## config.mk

```make
export PLATFORM = sky130hd
export DESIGN_NAME = kbw_horner_cell
export DESIGN_NICKNAME = d
export VERILOG_FILES = /design/src/kbw_pkg.sv /design/src/kbw_horner_cell.sv
export SDC_FILE = /design/constraint.sdc
export NUM_CORES = 2
export LEC_CHECK = 0
export ABC_AREA = 1
export BUFFER_PORTS_ARGS = -buffer_cell sky130_fd_sc_hd__buf_4
export CAP_MARGIN = 10
export CORE_UTILIZATION = 40
export CTS_CLUSTER_DIAMETER = 40
export DETAILED_ROUTE_END_ITERATION = 10
export SLEW_MARGIN = 20
export SYNTH_ARGS = -nofsm -noshare
export SYNTH_HDL_FRONTEND = slang
export SYNTH_SLANG_ARGS = --single-unit
```

## constraint.sdc

```tcl
create_clock -name i_clk -period 11.8 [get_ports i_clk]
set_clock_uncertainty 0.15 [all_clocks]
set_input_delay 0.59 -clock i_clk [delete_from_list [all_inputs] [get_ports i_clk]]
set_output_delay 0.59 -clock i_clk [all_outputs]
set_load 0.02 [all_outputs]
```

## src/kbw_pkg.sv

```systemverilog
// ----------------------------------------------------------------------------
// kbw_pkg: shared types and constants of the Kaiser-Bessel window core
// Stage record types, fixed-point widths and the Q0.32 polynomial coefficients.
// ----------------------------------------------------------------------------
`default_nettype none

package kbw_pkg;

    localparam int WIDTH_BITS   = 32;   // window width and remainder, Q16.16
    localparam int QUO_BITS     = 30;   // t = 2x/W, Q.30 magnitude
    localparam int DIV_CELLS    = QUO_BITS;
    localparam int A_BITS       = 31;   // a = 1 - t*t, Q1.30
    localparam int B_BITS       = 32;   // Horner accumulator, Q0.32
    localparam int HORNER_CELLS = 12;   // eleven coefficient steps and a final multiply
    localparam int VALUE_BITS   = 31;   // window value, Q1.30

    localparam logic [A_BITS-1:0]     Q30_ONE   = A_BITS'(1) << QUO_BITS;
    localparam logic [VALUE_BITS-1:0] VALUE_ONE = VALUE_BITS'(1) << QUO_BITS;

    // Highest-order coefficient seeds the accumulator.
    localparam logic [B_BITS-1:0] COEF_C12 = 32'd9102;

    // Item record moving through the divider cells.
    typedef struct packed {
        logic                  valid;
        logic                  in_win;
        logic [WIDTH_BITS-1:0] rem;
        logic [QUO_BITS-1:0]   quo;
    } t_div_st;

    // Item record moving through the polynomial cells.
    typedef struct packed {
        logic              valid;
        logic              in_win;
        logic [A_BITS-1:0] a;
        logic [B_BITS-1:0] b;
    } t_hor_st;

    // Coefficient added by Horner cell idx: c11 first, c1 next to last,
    // then zero for the closing multiply.
    function automatic logic [B_BITS-1:0] horner_coef(input int idx);
        logic [B_BITS-1:0] c;
        case (idx)
            0:       c = 32'd84996;
            1:       c = 32'd666906;
            2:       c = 32'd4324588;
            3:       c = 32'd22714855;
            4:       c = 32'd94269274;
            5:       c = 32'd299534238;
            6:       c = 32'd699244727;
            7:       c = 32'd1133572855;
            8:       c = 32'd1176114621;
            9:       c = 32'd686392275;
            10:      c = 32'd178037959;
            default: c = '0;
        endcase
        return c;
    endfunction

endpackage

`default_nettype wire

```

## src/kbw_horner_cell.sv

```systemverilog
// ----------------------------------------------------------------------------
// kbw_horner_cell: one Horner step of the window polynomial
// Multiplies the accumulator by a, drops 30 fraction bits, adds the cell's coefficient.
// ----------------------------------------------------------------------------
`default_nettype none

module kbw_horner_cell
    import kbw_pkg::*;
#(
    parameter logic [B_BITS-1:0] COEF = '0
)
(
    input  wire logic    i_clk,
    input  wire logic    i_rst_n,
    input  wire t_hor_st i_prev,
    input  wire logic    i_ld_next,
    output      logic    o_ld,
    output      t_hor_st o_st
);

    logic              r_valid;
    logic              r_inside;
    logic [A_BITS-1:0] r_a;
    logic [B_BITS-1:0] r_b;

    logic [A_BITS+B_BITS-1:0] prod;
    logic [B_BITS-1:0]        n_b;

    assign o_ld = !r_valid || i_ld_next;

    // a never exceeds 1.0, so the shifted product fits the accumulator.
    always_comb begin
        prod = {{B_BITS{1'b0}}, i_prev.a} * {{A_BITS{1'b0}}, i_prev.b};
        n_b  = prod[QUO_BITS+B_BITS-1:QUO_BITS] + COEF;
    end

    always_ff @(posedge i_clk) begin
        if (!i_rst_n) begin
            r_valid <= 1'b0;
        end else if (o_ld) begin
            r_valid <= i_prev.valid;
        end
    end

    always_ff @(posedge i_clk) begin
        if (o_ld && i_prev.valid) begin
            r_inside <= i_prev.in_win;
            r_a      <= i_prev.a;
            r_b      <= n_b;
        end
    end

    assign o_st = '{valid: r_valid, in_win: r_inside, a: r_a, b: r_b};

endmodule

`default_nettype wire
```

==> results.md <==
* CTS Buf Count at 9
* First-pass GRT wire length at roughly 160000 µm
* Share of Yosys cell area claimed by the top area cell type at between 40% and 50%
* Area delta synth->final at 5.781%
* Clock Latency Late Sink at between 0.4 and 0.5 ns
* Pin count of the biggest net entering global routing at 37
* R2R Path Start: r_valid
* # rows at ~110
* WP data required at 11.82 ns
* Flop-to-flop setup slack at approximately 9.7 ns
* Fmax at 140.4 MHz
* Hold Path Cell Cnt at 1
* Overflow after GRT at 0
* Initial antenna violation count at 1
* Clock sinks at between 60 and 70
* Layout cells sized above 1 at between 3 and 4%
* Max capacitance violation total at 0
* Worst-path clk slew at 0.07 ns
* CP arrival at about 7 ns
* Slew Limit Headroom at between 50% and 60%
* CTS tree: done
* Number of buffers added on ports at around 130
* Final WL at 97380 µm
* Finished Layout Cells at just under 6k
* Post-CTS Setup Bufs at 0
* Vias post-DR at roughly 27k
* DR iter-0 viols at 1962
* Hold Buf Count CTS at 0
* Die H at approximately 300 µm
* Cells after Synth at 4653
* Routed length per placed instance at roughly 17 µm
* Core Footprint at about 89000 µm²
* FILL cells at approximately 9.0k
* Worst Path Max Fanout at 31
* Setup TNS at 0 ns
* Htree depth at 3
* Type of the worst setup path: in -> reg
* Worst r2r path cells at 3
* Die W at ~300 µm
* CP Launch Type: primary input
* Final number of setup-violating endpoints at 0
* Hold path startpoint: i_prev[63]
* Detailed placer's ending HPWL at approximately 80000 µm
* Seq/Total Area, Yosys at under 10%
* CTS max path bufs at 2
* Starting Density at about two fifths
* Setup WS post-layout at ~4.7 ns
* Fin. max-slew vios at 0
* GRT Resource Usage Total at 22.76%
* Placed cells at just under 6k
* Post_cts resized at 0
* Nets at around 5.8k
* Synth Cell Area at 35780 µm²
* ANT nets after route at 0
* Post-Syn Area per Cell at about 7.7 µm²
* Final critical path time including I/O delays and setup at roughly 7.1 ns
* Root cell of the clock tree: clkbuf_16
* Hold path endpoint: r_inside
* Post-layout util at between 40 and 50%
* Vias per cell at 4.749
* #FFs+latches synth at between 60 and 70
* Path type of the worst min-delay path: in -> reg
* Worst Setup End Kind: flip-flop
* Final Cycle Share at 60.37%
* Final hold vios at 0
* Reg-to-Reg End: r_a[30]
* Post-place setup slack at between 4 and 5 ns
* Status: finished, violations left
* DRT Pass-1 Iters at 8
* Synth area leaders: fa_1, inv_1, nand2_1, ha_1, edfxtp_1
* Distinct cells, synth at 29
* Violated checks: DRC
* RSZ-0062 raised after global routing: false
* Boundary Pins at ~130
* Ys Warns at 0
* Gp weighted congestion at between 0.9 and 1
* DRC at 20
* Yosys top cell by area: fa_1
* Syn Nets at about 6k
* Vias in the first global route at 29.05k
* Die area at between 90000 and 100000 µm²
* Slew @ Worst Pin at around 0.66 ns
## worst max path at each step
stage / start / end / slack (ns) / depth (start not counted)
detailed placement: i_prev[42] / r_b[2] / 4.26 / 20
CTS: i_prev[42] / r_b[2] / 4.68 / 20
global placement: i_prev[42] / r_b[2] / 4.28 / 24
floorplan: i_prev[22] / r_b[21] / 5.11 / 25
finish: i_prev[22] / r_b[21] / 4.68 / 25
global route: i_prev[42] / r_b[21] / 4.35 / 25
## cells by family after synthesis
group	after synthesis	synth area share [%]
flops	65	5.428
fa+ha+maj	1111	56.98
compound gates	132	1.990
xor+xnor	11	0.2693
buf+inv	1735	18.23
simple gates	1599	17.10
## synth_stat cells, drive strengths merged
master,number
edfxtp,64
clkbuf,184
ha,247
a21oi,77
nor2,119
a21o,2
nand2,1406
nand3b,1
nand4,9
o21bai,12
buf,7
nor3,9
inv,1544
o21a,3
fa,864
a21boi,2
o21ai,36
nand3,54
xor2,6
xnor2,5
or2,1
dfxtp,1
## critical path, stage by stage
cell	delay, ns
buf_4	0.38
nand2_1	0.15
fa_1	0.55
inv_1	0.05
fa_1	0.53
inv_1	0.05
fa_1	0.53
inv_1	0.05
fa_1	0.48
fa_1	0.57
fa_1	0.43
fa_1	0.60
inv_1	0.08
fa_1	0.48
inv_1	0.04
ha_1	0.31
nand2_1	0.14
inv_2	0.10
nand2_1	0.09
nor3_1	0.40
nand2_1	0.11
a21oi_1	0.18
nor2_1	0.07
nand3_1	0.08
nand2_1	0.06
## per-stage QoR
step / cell area [µm²] / hold slack (ns)
floorplan: 35780 / 0.4827
global placement: 37530 / 0.3991
detailed placement: 37530 / 0.4084
CTS: 37840 / 0.1707
global route: 37850 / 0.1854
finish: 37850 / 0.2036
## layer usage
metal,global-route usage (%),vias to the layer above,part of all wire (%)
li1,-,12682,-
met1,31.26,13945,44
met2,38.95,741,49
met3,2.493,79,5.4
met4,4.363,0,1.4
met5,0,-,0
## final cells by class
cell class	count	area, µm²	share of cell area [%]
Antenna cell	1	2.502	0.006612
Clock buffer	9	225.2	0.5951
Clock inverter	7	83.83	0.2215
Inverter	1544	5796	15.31
Multi-Input combinational cell	2853	27330	72.20
Sequential cell	65	1942	5.131
Tap cell	1165	1458	3.851
Timing Repair Buffer	135	1013	2.678
## sequential cells by signal (all words and copies together) (netlist names)
register and flops:
r_inside 1, r_a 31, r_valid 1, r_b 32
## cells in the final DEF, fill, tap and decap left out, types with 3 or more instances in the layout
cell,netlist,final
inv_1,1543,1543
nand4_1,9,9
edfxtp_1,64,64
o21ai_0,35,35
nand3_1,54,54
fa_1,864,864
buf_4,2,135
ha_1,247,247
nor2_1,119,119
o21bai_1,12,12
o21a_1,3,3
nor3_1,8,8
clkbuf_16,0,9
nand2_1,1404,1404
a21oi_1,76,75
xor2_1,6,6
inv_6,0,4
xnor2_1,5,5
Power is not shown: default switching activity piles up to over one toggle a cycle in this logic, so the estimate is an artifact.
