**src/kbw_pkg.sv**
```systemverilog
// ----------------------------------------------------------------------------
// kbw_pkg: shared types and constants of the Kaiser-Bessel window core
// Stage record types, fixed-point widths and the Q0.32 polynomial coefficients.
// ----------------------------------------------------------------------------
`default_nettype none

package kbw_pkg;

    localparam int WIDTH_BITS   = 32;   // window width and remainder, Q16.16
    localparam int QUO_BITS     = 30;   // t = 2x/W, Q.30 magnitude
    localparam int DIV_CELLS    = QUO_BITS;
    localparam int A_BITS       = 31;   // a = 1 - t*t, Q1.30
    localparam int B_BITS       = 32;   // Horner accumulator, Q0.32
    localparam int HORNER_CELLS = 12;   // eleven coefficient steps and a final multiply
    localparam int VALUE_BITS   = 31;   // window value, Q1.30

    localparam logic [A_BITS-1:0]     Q30_ONE   = A_BITS'(1) << QUO_BITS;
    localparam logic [VALUE_BITS-1:0] VALUE_ONE = VALUE_BITS'(1) << QUO_BITS;

    // Highest-order coefficient seeds the accumulator.
    localparam logic [B_BITS-1:0] COEF_C12 = 32'd9102;

    // Item record moving through the divider cells.
    typedef struct packed {
        logic                  valid;
        logic                  in_win;
        logic [WIDTH_BITS-1:0] rem;
        logic [QUO_BITS-1:0]   quo;
    } t_div_st;

    // Item record moving through the polynomial cells.
    typedef struct packed {
        logic              valid;
        logic              in_win;
        logic [A_BITS-1:0] a;
        logic [B_BITS-1:0] b;
    } t_hor_st;

    // Coefficient added by Horner cell idx: c11 first, c1 next to last,
    // then zero for the closing multiply.
    function automatic logic [B_BITS-1:0] horner_coef(input int idx);
        logic [B_BITS-1:0] c;
        case (idx)
            0:       c = 32'd84996;
            1:       c = 32'd666906;
            2:       c = 32'd4324588;
            3:       c = 32'd22714855;
            4:       c = 32'd94269274;
            5:       c = 32'd299534238;
            6:       c = 32'd699244727;
            7:       c = 32'd1133572855;
            8:       c = 32'd1176114621;
            9:       c = 32'd686392275;
            10:      c = 32'd178037959;
            default: c = '0;
        endcase
        return c;
    endfunction

endpackage

`default_nettype wire

```
**src/kbw_div_cell.sv**
```systemverilog
// ----------------------------------------------------------------------------
// kbw_div_cell: one restoring-division cell
// Shifts the remainder, subtracts the width where it fits, appends a quotient bit.
// ----------------------------------------------------------------------------
`default_nettype none

module kbw_div_cell
    import kbw_pkg::*;
(
    input  wire logic                  i_clk,
    input  wire logic                  i_rst_n,
    input  wire logic [WIDTH_BITS-1:0] i_width,
    input  wire t_div_st               i_prev,
    input  wire logic                  i_ld_next,
    output      logic                  o_ld,
    output      t_div_st               o_st
);

    logic                  r_valid;
    logic                  r_inside;
    logic [WIDTH_BITS-1:0] r_rem;
    logic [QUO_BITS-1:0]   r_quo;

    logic [WIDTH_BITS:0]   rem2;
    logic [WIDTH_BITS:0]   diff;
    logic                  ge;
    logic [WIDTH_BITS-1:0] n_rem;
    logic [QUO_BITS-1:0]   n_quo;

    // Load when empty or when the item held here moves on.
    assign o_ld = !r_valid || i_ld_next;

    always_comb begin
        rem2  = {i_prev.rem, 1'b0};
        diff  = rem2 - {1'b0, i_width};
        ge    = (rem2 >= {1'b0, i_width});
        n_rem = ge ? diff[WIDTH_BITS-1:0] : rem2[WIDTH_BITS-1:0];
        n_quo = {i_prev.quo[QUO_BITS-2:0], ge};
    end

    always_ff @(posedge i_clk) begin
        if (!i_rst_n) begin
            r_valid <= 1'b0;
        end else if (o_ld) begin
            r_valid <= i_prev.valid;
        end
    end

    always_ff @(posedge i_clk) begin
        if (o_ld && i_prev.valid) begin
            r_inside <= i_prev.in_win;
            r_rem    <= n_rem;
            r_quo    <= n_quo;
        end
    end

    assign o_st = '{valid: r_valid, in_win: r_inside, rem: r_rem, quo: r_quo};

endmodule

`default_nettype wire

```
**config.mk**
```make
export PLATFORM = sky130hd
export DESIGN_NAME = kbw_div_cell
export DESIGN_NICKNAME = d
export VERILOG_FILES = /design/src/kbw_pkg.sv /design/src/kbw_div_cell.sv
export SDC_FILE = /design/constraint.sdc
export NUM_CORES = 1
export LEC_CHECK = 0
export BUFFER_PORTS_ARGS = -buffer_cell sky130_fd_sc_hd__buf_4
export CORE_MARGIN = 2
export CORE_UTILIZATION = 27
export DETAILED_ROUTE_END_ITERATION = 8
export GPL_TIMING_DRIVEN = 0
export PLACE_DENSITY = 0.49
export SETUP_SLACK_MARGIN = 0.4
export SLEW_MARGIN = 20
export SYNTH_ARGS = -nofsm -noshare
export SYNTH_HDL_FRONTEND = slang
export SYNTH_SLANG_ARGS = --single-unit
```
**constraint.sdc**
```tcl
create_clock -name i_clk -period 3.7 [get_ports i_clk]
set_input_delay 0.74 -clock i_clk [delete_from_list [all_inputs] [get_ports i_clk]]
set_output_delay 0.74 -clock i_clk [all_outputs]
set_load 0.01 [all_outputs]
```
==> results of run 1 <==
## state kept, by name, indices dropped and copies added, names as in the netlist
register and cells:
r_quo 30, r_rem 32, r_valid 1, r_inside 1
## per-layer routing
layer	track usage, %	vias to the layer above	part of all wire [%]	wire length [um]
li1	-	1821	-	-
met1	18.03	1697	46	5683
met2	22.46	130	45	5595
met3	4.167	10	7.2	888
met4	4.167	0	1.3	155
met5	0	-	0	0
## cell usage after synthesis (3+ instances only)
library cell,count
a211oi_1,3
a21boi_0,5
a21o_1,15
a21oi_1,23
a31oi_1,4
and2_1,5
and3_1,3
buf_12,3
clkbuf_1,9
edfxtp_1,63
ha_1,32
inv_1,36
mux2_2,8
mux2_4,19
nand2_1,15
nand2b_1,4
nand3_1,6
nand4_1,12
nor2_1,18
nor2b_1,4
nor3_1,4
o211ai_1,4
o21a_1,7
o21ai_0,18
o31ai_1,6
or3_1,3
xnor2_1,14
xor2_1,11
## cell usage in the layout (no fill, tap or decap), types with 5 or more instances in the layout
| master | count |
|---|---|
| o21ai_0 | 17 |
| o31ai_1 | 5 |
| buf_4 | 171 |
| a21oi_1 | 22 |
| ha_1 | 27 |
| o21a_1 | 7 |
| xor2_1 | 11 |
| a21o_1 | 15 |
| nand4_1 | 12 |
| inv_1 | 35 |
| mux2_2 | 8 |
| edfxtp_1 | 63 |
| nor2_1 | 17 |
| xnor2_1 | 14 |
| clkbuf_2 | 6 |
| nand2_1 | 15 |
| mux2_4 | 19 |
| nand3_1 | 6 |
| clkbuf_16 | 11 |
## stage by stage
step | TNS (ps) | instance area (sq um)
2_1_floorplan | 0 | 4429
3_3_place_gp | -2444 | 5916
3_5_place_dp | -2419 | 5946
4_1_cts | 0 | 6320
5_1_grt | 0 | 6472
6_report | 0 | 6472
## area by class of cell
cell class | count | area [sq um]
Buffer | 15 | 122.6
Clock buffer | 10 | 239.0
Clock inverter | 6 | 115.1
Fill cell | 1552 | 9355
Inverter | 37 | 153.9
Multi-Input combinational cell | 274 | 2313
Sequential cell | 64 | 1912
Tap cell | 216 | 270.3
Timing Repair Buffer | 172 | 1346
## worst paths after layout
| kind | endpoint | cells past startpoint |
|---|---|---|
| setup reg to reg | r_rem[0] | 3 |
| hold / removal | r_valid | 2 |
| setup / recovery | r_rem[12] | 14 |
| hold reg to reg | r_valid | 2 |
## critical path, stage by stage
cell       delay, ps
buf_4            120
inv_4             50
ha_4             220
a211oi_4         280
nor2_2            70
or4b_4           520
o2111ai_4        250
a21oi_4          100
o21ai_4          160
and3_4           220
buf_12           120
inv_12            50
clkbuf_16        160
mux2_4           290
## cells by family after synthesis
group,share of synthesized area (%)
AO/OA/AOI/OAI,16.27
XOR/XNOR,5.013
adder cells (fa/ha/maj),9.625
buffers and inverters,5.929
flip-flops,43.77
multiplexers,9.052
AND/OR/NAND/NOR,10.34
## what timing repair did
| item | in CTS | in global routing |
|---|---|---|
| gates resized for setup | 5 | 16 |
| pin swaps | 0 | 3 |
| setup buffers | 0 | 7 |
| gates cloned | 0 | 2 |
| endpoints found under the setup margin | 19 | 20 |
## power by group
| group | total (uW) | internal (uW) | switching [uW] |
|---|---|---|---|
| registers | 910 | 891 | 19.0 |
| clock network | 1020 | 680 | 342 |
| logic | 778 | 415 | 363 |
==> reports/qor.yml, run 1 <==
sta:
  rsz0062_at_grt: "true"
  worst_pin_slew_ps: 500.3
  finalClockSkew_ps: 9.147
  min_period_ps: 3270
  fin_crit_sh_pct: 88.39
  slew_viol_final: 0
  finalHoldWorstSlack_ps: 556.9
  finalHoldViolations: 0
  fin_ws_ps: 429.7
  max_freq_ghz: 0.3058
  setup_viol: 0
  slew_headroom_pct: 66.36
floorplan:
  die_area_sq_um: 17210
  core.rowCount: 46
  die_h_um: 131.2
  initial_core_util_pct: 27.60
  core_sq_um: 15830
  ios: 164
  die_w_um: 131.2
pwr:
  p_leak_uw: 0.002897
  irDropWorstVdd_v: 0.0002405
  power_density_nw_per_um2: 418.7
  finalPower_uw: 2710
final_layout:
  area_delta_synth_final_pct: 48.18
  final_cells: 794
  diodes: 0
  layout.nets: 705
  final_util_pct: 40.89
  drive_gt1_share_pct: 43.77
synth:
  ys_ff_latch: 64
  synth_cell_types: 58
  syn-instance-count: 390
  synth_ff_type: "edfxtp_1"
  synth_area_sq_um: 4368
  synth.area.top_cells: "edfxtp_1 43%, ha_1 9.2%, mux2_4 6.5%, inv_1 3.1%, xnor2_1 2.8%"
  yosysTopAreaCell: "edfxtp_1"
  synth_top_area_share_pct: 43.31
  yosys_warnings: 0
  yosysSeqAreaShare_pct: 43.77
  synthArstFlopShare_pct: 0
  syn_nets: 522
  synth-edff-count: 63
  syn_area_per_cell_sq_um: 11.20
clock_network:
  clk_latency_ps: 340
  postCtsHoldBufs: 0
  cts_buffer_depth: 2
  clkTransAtPathRegs_ps: 60
  cts-root-buf: "clkbuf_16"
  cts_buffers: 9
  cts_sinks: 64
  cts_tree: "built"
  htreeDepth: 3
routing:
  firstDrtPassIters: 4
  viasPerCell: 4.607
  wl_per_cell_um: 15.52
  drtAntennaViolNets: 0
  wl_um: 12320
  num_vias: 3658
  drc_errors: 0
  drt_iter0_drc: 174
grt:
  grt_start_max_net_pins: 50
  grt_util_all_layers_pct: 13.92
  grt_pass1_vias: 3657
  antenna_found_initial: 0
  grt_pass1_wl_um: 19060
  grt.overflow.total: 0
place:
  dpl.hpwl_um: 9465
  dp_cells: 769
  io_buffers: 162
  pre_cts_slack_ps: -580.6
  gp_routability_congestion: 0.7623
worst_setup_path:
  worstReg2RegStart: "r_valid"
  ff2ff_setup_slack_ps: 2340
  worstSetupPathType: "in2reg"
  cp-startpoint: "i_width[10]"
  cp-start-kind: "input pin"
  path_max_fanout: 12
  worstPathRequired_ps: 3790
  cp-end-kind: "flip-flop"
  critPathArrivalTime_ps: 3360
run:
  maxCapViolCount: 0
outcome:
  status: "finished, final reports clean"
hold_path:
  worstHoldStart: "r_valid"
  hold_path.class: "reg2reg"
No activity file was read; power rests on OpenSTA's default activity.
==> inputs of run 2 (changes only) <==
Settings changed: CORE_MARGIN 2 to 10.
Clock period 3.7 ns to 3.4 ns, I/O delays scaled along.
==> run 2 against run 1 <==
Critical path depth decreased by 1. Cell area increased by 3.1%. Largest power group unchanged. Hold slack lost 42 ps. Total power grew 7.6%. Worst setup slack worse by 110 ps. Global-route usage down 1.2 points.
==> reports/qor.yml, run 2 (synthesis gave the netlist of run 1 again) <==
sta:
  min_period_ps: 3085
  fin_crit_sh_pct: 90.73
  worst_pin_slew_ps: 484.3
  finalHoldViolations: 0
  slew_headroom_pct: 67.52
  max_freq_ghz: 0.3242
  finalClockSkew_ps: 8.650
  slew_viol_final: 0
  fin_ws_ps: 315.0
  setup_viol: 0
  rsz0062_at_grt: "true"
run:
  maxCapViolCount: 0
hold_path:
  hold_path.class: "in2reg"
routing:
  firstDrtPassIters: 4
  num_vias: 3706
  wl_um: 14080
  viasPerCell: 4.587
  drc_errors: 0
  drt_iter0_drc: 251
  drtAntennaViolNets: 0
  wl_per_cell_um: 17.42
grt:
  grt_util_all_layers_pct: 12.73
  grt_pass1_vias: 4017
  grt_pass1_wl_um: 21920
  grt.overflow.total: 0
  antenna_found_initial: 0
  grt_start_max_net_pins: 44
clock_network:
  cts-root-buf: "clkbuf_16"
  cts_buffers: 9
  cts_sinks: 64
  postCtsHoldBufs: 0
  cts_tree: "built"
  cts_buffer_depth: 2
  htreeDepth: 3
  clk_latency_ps: 340
  clkTransAtPathRegs_ps: 60
final_layout:
  final_util_pct: 42.01
  largest_reg_flops: 32
  final_cells: 808
  drive_gt1_share_pct: 47.13
  reg.largest.list: "r_rem: 32 flops, r_quo: 30 flops"
  top_register: "r_rem"
  mostFrequentLayoutCell: "buf_4"
  layout.nets: 719
  area_delta_synth_final_pct: 52.76
  diodes: 0
  final_cell_mix: "185 x buf_4, 63 x edfxtp_1, 33 x inv_1"
floorplan:
  die_h_um: 147.2
  core.rowCount: 46
  core_sq_um: 15890
  die_w_um: 147.2
  ios: 164
  initial_core_util_pct: 27.50
  die_area_sq_um: 21660
place:
  gp_routability_congestion: 0.7751
  dp_cells: 769
  pre_cts_slack_ps: -427.2
  dpl.hpwl_um: 10920
  io_buffers: 162
worst_setup_path:
  critPathArrivalTime_ps: 3170
  cp-end-kind: "flip-flop"
  worstPathRequired_ps: 3490
  cp-start-kind: "input pin"
  path_max_fanout: 7
  worstSetupPathType: "in2reg"
pwr:
  power_density_nw_per_um2: 436.9
  irDropWorstVdd_v: 0.0002357
  p_leak_uw: 0.002972
  finalPower_uw: 2915
outcome:
  status: "finished, final reports clean"
run 2: power by group:
group | internal, uW | leakage (uW) | total, uW | switching [uW]
registers | 970 | 0.000618 | 991 | 21.2
logic | 488 | 0.00221 | 904 | 416
clock network | 642 | 0.000149 | 1020 | 378
total | 2100 | 0.00297 | 2920 | 815
run 2: cell type report:
cell class | count | area [sq um]
flip-flops and latches | 64 | 1912
inverters | 37 | 167.7
clock buffers | 9 | 225.2
plain buffers | 15 | 132.6
well taps | 216 | 270.3
clock inverters | 7 | 96.34
multi-input cells | 274 | 2405
repair buffers | 186 | 1464
fillers | 1611 | 9213
run 2: routing by layer:
metal  part of all wire [%]  track usage, %
met3                    8.2           4.115
met4                    1.6           4.856
met1                     45           15.47
met5                      0               0
met2                     45           20.49
run 2: critical path, stage by stage:
cell and delay, ps:
buf_6 100, ha_4 240, a211oi_4 260, nor2_2 70
or4b_4 520, o2111ai_4 250, a21oi_4 100, o21ai_4 140
and3_4 210, buf_12 120, inv_16 50, buf_12 130
mux2_4 290
run 2: worst paths after layout:
kind / cells past startpoint / slack, ps / end / startpoint
setup / recovery: 13 / 320 / r_rem[21] / i_prev[39]
hold / removal: 1 / 520 / r_quo[1] / i_prev[0]
setup reg to reg: 3 / 1950 / r_quo[4] / r_valid
hold reg to reg: 2 / 570 / r_valid / r_valid
run 2: through the flow:
step,area (sq um),TNS [ps],hold WS (ps)
global route,6673,0,508.2
floorplan,4449,0,565.8
detailed placement,5958,-4936,567.0
global placement,5936,-16880,517.8
finish,6673,0,515.0
CTS,6502,0,499.8
run 2: timing repair:
action	in CTS	in global routing
pin swaps	8	18
gates resized for setup	24	25
cloned	2	0
hold endpoints to repair	0	0
setup endpoints to repair	29	32
buffers inserted	10	11
